### src/hw/rtl/fsts_pkg.sv
// Package for the final-state table sampler: constants, opcodes, status codes
// and the controller/datapath command and status structs. No dependencies.
package fsts_pkg;
  localparam int MaxStates = 64;
  localparam int IdxBits = 6;
  localparam int CountBits = 8;
  localparam int NumBits = 7;
  localparam int OffBits = 14;
  localparam int WeightBits = 32;
  localparam int DivCycles = 56;

  localparam logic [1:0] OpLoad = 2'd0;
  localparam logic [1:0] OpNorm = 2'd1;
  localparam logic [1:0] OpSample = 2'd2;
  localparam logic [1:0] OpGet = 2'd3;

  localparam logic [1:0] StChosen = 2'd0;
  localparam logic [1:0] StStopped = 2'd1;
  localparam logic [1:0] StAlive = 2'd2;
  localparam logic [1:0] StNormDone = 2'd3;

  typedef struct packed {
    logic load;
    logic cap_in;
    logic clr_acc;
    logic rd;
    logic [IdxBits-1:0] addr;
    logic cnt_acc;
    logic off_acc;
    logic run_acc;
    logic run_wr;
    logic cap_total;
    logic div_start;
    logic div_wr;
    logic emit_entry;
    logic emit_empty;
    logic emit_norm;
  } dp_cmd_t;

  typedef struct packed {
    logic cnt_zero;
    logic total_zero;
    logic hit;
    logic div_done;
  } dp_stat_t;
endpackage

### src/hw/rtl/fsts_ctrl.sv
// Controller of the sampler: sequences load, normalize, sample and get over
// the datapath. Depends on fsts_pkg.
module fsts_ctrl (
  input  logic clk,
  input  logic rst,
  input  logic in_valid,
  input  logic [1:0] opcode,
  input  logic [5:0] state_index,
  input  logic [6:0] num_states,
  input  fsts_pkg::dp_stat_t stat,
  input  logic out_busy,
  output logic in_ready,
  output fsts_pkg::dp_cmd_t cmd
);
  import fsts_pkg::*;
  typedef enum logic [10:0] {
    S_IDLE  = 11'b00000000001,
    S_CNT   = 11'b00000000010,
    S_RUN   = 11'b00000000100,
    S_DIVRD = 11'b00000001000,
    S_DIVGO = 11'b00000010000,
    S_DIVWT = 11'b00000100000,
    S_SRCH  = 11'b00001000000,
    S_OFF   = 11'b00010000000,
    S_EMIT  = 11'b00100000000,
    S_NDONE = 11'b01000000000,
    S_EMPTY = 11'b10000000000
  } state_t;

  state_t state, state_next;
  logic [NumBits-1:0] n, i, i_next, tgt, tgt_next;
  logic [1:0] op, op_next;
  logic ph, ph_next;
  logic [IdxBits-1:0] last;

  assign n = (num_states > 7'(MaxStates)) ? 7'(MaxStates) : num_states;
  assign last = IdxBits'(n - 7'd1);
  assign in_ready = (state == S_IDLE) && !out_busy;

  always_ff @(posedge clk) begin
    if (rst) begin
      state <= S_IDLE;
      i <= '0;
      tgt <= '0;
      op <= OpLoad;
      ph <= 1'b0;
    end else begin
      state <= state_next;
      i <= i_next;
      tgt <= tgt_next;
      op <= op_next;
      ph <= ph_next;
    end
  end

  always_comb begin
    state_next = state;
    i_next = i;
    tgt_next = tgt;
    op_next = op;
    ph_next = ph;
    cmd = '0;
    case (state)
      S_IDLE: begin
        if (in_valid && in_ready) begin
          cmd.cap_in = 1'b1;
          cmd.clr_acc = 1'b1;
          op_next = opcode;
          i_next = '0;
          ph_next = 1'b0;
          case (opcode)
            OpLoad: cmd.load = 1'b1;
            OpNorm: state_next = (n == '0) ? S_NDONE : S_CNT;
            OpSample: state_next = (n == '0) ? S_EMPTY : S_SRCH;
            default: begin
              if (n == '0) begin
                state_next = S_EMPTY;
              end else begin
                tgt_next = (7'(state_index) < n) ? 7'(state_index) : n - 7'd1;
                state_next = S_OFF;
              end
            end
          endcase
        end
      end
      S_CNT: begin
        cmd.cnt_acc = ph;
        if (i < n) begin
          cmd.rd = 1'b1;
          cmd.addr = IdxBits'(i);
          i_next = i + 7'd1;
          ph_next = 1'b1;
        end else if (ph) begin
          ph_next = 1'b0;
        end else begin
          i_next = '0;
          state_next = stat.cnt_zero ? S_NDONE : S_RUN;
        end
      end
      S_RUN: begin
        if (!ph) begin
          cmd.rd = 1'b1;
          cmd.addr = IdxBits'(i);
          ph_next = 1'b1;
        end else begin
          cmd.run_acc = 1'b1;
          cmd.run_wr = 1'b1;
          ph_next = 1'b0;
          if (IdxBits'(i) == last) begin
            cmd.cap_total = 1'b1;
            i_next = '0;
            state_next = S_DIVRD;
          end else begin
            i_next = i + 7'd1;
          end
        end
      end
      S_DIVRD: begin
        if (stat.total_zero) begin
          state_next = S_NDONE;
        end else begin
          cmd.rd = 1'b1;
          cmd.addr = IdxBits'(i);
          state_next = S_DIVGO;
        end
      end
      S_DIVGO: begin
        cmd.div_start = 1'b1;
        state_next = S_DIVWT;
      end
      S_DIVWT: begin
        if (stat.div_done) begin
          cmd.div_wr = 1'b1;
          if (IdxBits'(i) == last) begin
            state_next = S_NDONE;
          end else begin
            i_next = i + 7'd1;
            state_next = S_DIVRD;
          end
        end
      end
      S_SRCH: begin
        if (!ph) begin
          cmd.rd = 1'b1;
          cmd.addr = IdxBits'(i);
          ph_next = 1'b1;
        end else begin
          ph_next = 1'b0;
          if (stat.hit || IdxBits'(i) == last) begin
            tgt_next = i;
            i_next = '0;
            state_next = S_OFF;
          end else begin
            i_next = i + 7'd1;
          end
        end
      end
      S_OFF: begin
        cmd.rd = 1'b1;
        cmd.addr = IdxBits'(i);
        cmd.off_acc = ph;
        ph_next = 1'b1;
        if (i == tgt) begin
          state_next = S_EMIT;
        end else begin
          i_next = i + 7'd1;
        end
      end
      S_EMIT: begin
        cmd.off_acc = 1'b0;
        cmd.emit_entry = 1'b1;
        ph_next = 1'b0;
        state_next = S_IDLE;
      end
      S_NDONE: begin
        cmd.emit_norm = 1'b1;
        state_next = S_IDLE;
      end
      S_EMPTY: begin
        cmd.emit_empty = 1'b1;
        state_next = S_IDLE;
      end
      default: state_next = S_IDLE;
    endcase
  end

  a_onehot: assert property (@(posedge clk) disable iff (rst) $onehot(state))
    else $error("state not one-hot");
  a_emit_one: assert property (@(posedge clk) disable iff (rst)
    $onehot0({cmd.emit_entry, cmd.emit_empty, cmd.emit_norm}))
    else $error("two results at once");
  a_no_emit_busy: assert property (@(posedge clk) disable iff (rst)
    (cmd.emit_entry || cmd.emit_norm || cmd.emit_empty) |-> !out_busy)
    else $error("result overwritten");
endmodule
### config.mk
export PLATFORM = sky130hd
export DESIGN_NAME = fsts_ctrl
export DESIGN_NICKNAME = d
export VERILOG_FILES = /design/src/hw/rtl/fsts_pkg.sv /design/src/hw/rtl/fsts_ctrl.sv
export SDC_FILE = /design/constraint.sdc
export NUM_CORES = 1
export LEC_CHECK = 0
export ABC_AREA = 0
export ABC_CLOCK_PERIOD_IN_PS = 7100
export BUFFER_PORTS_ARGS = -buffer_cell sky130_fd_sc_hd__buf_2
export CAP_MARGIN = 40
export CORE_ASPECT_RATIO = 0.9
export CORE_MARGIN = 1
export CORE_UTILIZATION = 54
export CTS_CLUSTER_DIAMETER = 120
export DETAILED_ROUTE_END_ITERATION = 10
export PLACE_DENSITY = 0.76
export SETUP_SLACK_MARGIN = 0.1
export SYNTH_ARGS = -nofsm -noshare
export SYNTH_HDL_FRONTEND = slang
export SYNTH_SLANG_ARGS = --single-unit
### constraint.sdc
create_clock -name clk -period 7.1 [get_ports clk]
set_clock_uncertainty 0.05 [all_clocks]
set_input_delay 0 -clock clk [delete_from_list [all_inputs] [get_ports clk]]
set_output_delay 0 -clock clk [all_outputs]
set_load 0.01 [all_outputs]
==> flow_summary.ini <==
[worst_setup_path]
r2r-end = state[2]
cp_max_fo = 9
critical_path_arrival_ns = 3.19
cp-startpoint = i[2]
cp-end-kind = register
crit_end = state[2]
reg2reg_depth = 6
crit_type = register to register
r2r_slack_ns = 4.08
crit_path_start_kind = register
required_ns = 7.27
rr_startpoint = i[2]

[routing]
firstDrtPassIters = 4
drtAntennaViolNets = 0
num_vias = 2566
wl_per_cell_um = 16.3
viasPerCell = 6.18
drtIter0Drc = 242
drc_errors = 0
drt_wl_total_um = 6760

[final_layout]
drive_gt1_share_pct = 16.9
n_fill_cell = 368
regArea_um2 = 520
multiInputGateArea_mm2 = 0.00182
final_core_util_pct = 66.3
diodes = 0
area_delta_synth_final_pct = 13.5
num-nets-final = 398

[placement]
port_buffers = 43
dp_hpwl_um = 5100
place_congestion = 0.968

[logic_synthesis]
ys_seq_area_share_pct = 21.2
ys_types = 55
synth_warnings = 0
async_reset_ff_share_pct = 0
synth_edf_count = 0
synth_most_common_cell = nor2_1
synth_area_mm2 = 0.00246
synth_area_leaders = dfxtp_1, ha_1, nor2_1
synth_top_area_share_pct = 21.2
yosys_most_used_dff = dfxtp_1
ys_seq_elements = 26
synth_nets = 361
synth_cells = 319
synthTopCellsByCount = nor2_1, dfxtp_1, nand2_1
synth.avg_cell_area_um2 = 7.71
yosysTopAreaCell = dfxtp_1

[timing]
clock.fmax_ghz = 0.331
period_share_pct = 42.5
setup_violations = 0
finalHoldViolCount = 0
slew_violations = 0
rsz0062_at_grt = false
max_slew_margin_pct = 52.1
tightest_slew_ns = 0.713
setup_tns_ns = 0
period_needed_ns = 3.02

[pwr]
p_int_mw = 0.315
seq_power_share_pct = 31.4
combPwrFrac_pct = 44.4
p_clk_share_pct = 24.2
p_per_area_mw_per_mm2 = 191
p_leak_nw = 1.19
peakVddDrop_v = 0.000124
switching_share_pct = 40.9
power_switching_mw = 0.218

[cts]
ctsHoldBuffers = 2
ctsRootBufferMaster = clkbuf_8
cts_made_buffers = 3
cts_tree = yes
clk_latency_ns = 0.28
htreeDepth = 1
clock_sinks = 26
postCtsSetupBuffers = 0
cts_max_path_buffers = 2
cts-resized-gates = 0
clkTransAtPathRegs_ns = 0.10

[global_route]
grt_antenna_before_repair = 0
grt_overflow = 0
grt.total_usage_pct = 30.6
grt_pass1_wl_um = 11300
grt-busiest-layer = met2
grt_use_met3_pct = 3.81
grt_max_degree = 24
gr-usage-met1_pct = 44.5
grt_pass1_vias = 2376
grt_use_met2_pct = 48.1

[outcome]
outcome = finished, final reports clean

[floorplanning]
core_mm2 = 0.00421
core.rowCount = 22
die_x_um = 73.1
die_h_um = 66.0
initial_core_util_pct = 58.4
dieArea_mm2 = 0.00483
boundaryPins = 44

[min_path]
worst_hold_path_type = input port to register

[flow_run]
cap_violations = 0
## worst max-delay path, stage by stage, from the launching register on
cell       delay (ns)
dfxtp_1          0.59
xnor3_1          0.52
a2111oi_4        0.37
nand4_2          0.25
a2111o_1         0.53
or4b_1           0.49
a21oi_1          0.15
## metrics by stage
stage	setup slack [ns]	cells	hold WS [ns]	instance area (µm²)	power, mW
floorplan	4.02	319	-0.00247	2460	0.337
global placement	4.02	408	0.169	2690	0.395
detailed placement	3.89	408	0.159	2690	0.399
CTS	4.10	414	0.0142	2790	0.527
global route	3.91	415	0.0122	2790	0.568
finish	4.08	415	0.0103	2790	0.533
## power groups by stage
stage	combinational [mW]	clock, mW	sequential [mW]
finish	0.237	0.129	0.167
global route	0.263	0.137	0.169
CTS	0.231	0.129	0.167
detailed placement	0.229	0	0.170
global placement	0.225	0	0.170
floorplan	0.171	0	0.166
## sequential cells by signal (all words and copies together), names as in the netlist
name and flops:
state 11, i 7, ph 1, tgt 7
## metal layers
layer  up-vias  wire, µm
met5         -         0
met4         0        63
met3        10       472
met2       115      2940
met1      1178      3290
li1       1263         -
## final cells by class
cell class              count  share of cell area, %
clock buffers               3                   1.48
clock inverters             1                   1.08
inverters                  15                   2.02
multi-input cells         263                   65.1
flip-flops and latches     26                   18.6
well taps                  60                   2.69
repair buffers             47                   8.96
## placed cells by master, fill, tap and decap left out, types with 8 or more instances in the layout
cell	Yosys	routed
dfxtp_1	26	26
nand2_1	26	26
buf_2	0	43
nor4_1	9	9
nor2b_1	10	10
a21oi_1	15	15
o21ai_0	15	15
nor2_1	29	29
nand2b_1	8	8
nor3_1	12	12
ha_1	19	19
inv_1	14	14
nand3_1	8	8
## worst min path at each step
stage / from / end / slack, ns / cells past startpoint
2_1_floorplan: out_busy / in_ready / -0.002 / 1
3_3_place_gp: stat[2] / state[4] / 0.17 / 2
3_5_place_dp: stat[2] / state[4] / 0.16 / 2
4_1_cts: stat[0] / state[5] / 0.01 / 3
5_1_grt: stat[0] / state[5] / 0.01 / 3
6_report: stat[0] / state[5] / 0.01 / 3
## kinds of logic after synthesis
group | after synthesis | share of synthesized area, %
AO/OA/AOI/OAI | 82 | 25.1
XOR/XNOR | 13 | 5.19
adder cells (fa/ha/maj) | 19 | 9.66
buffers and inverters | 30 | 4.88
flip-flops | 26 | 21.2
multiplexers | 3 | 1.27
AND/OR/NAND/NOR | 146 | 32.7
Note: power is estimated with default switching activity, not from simulation.
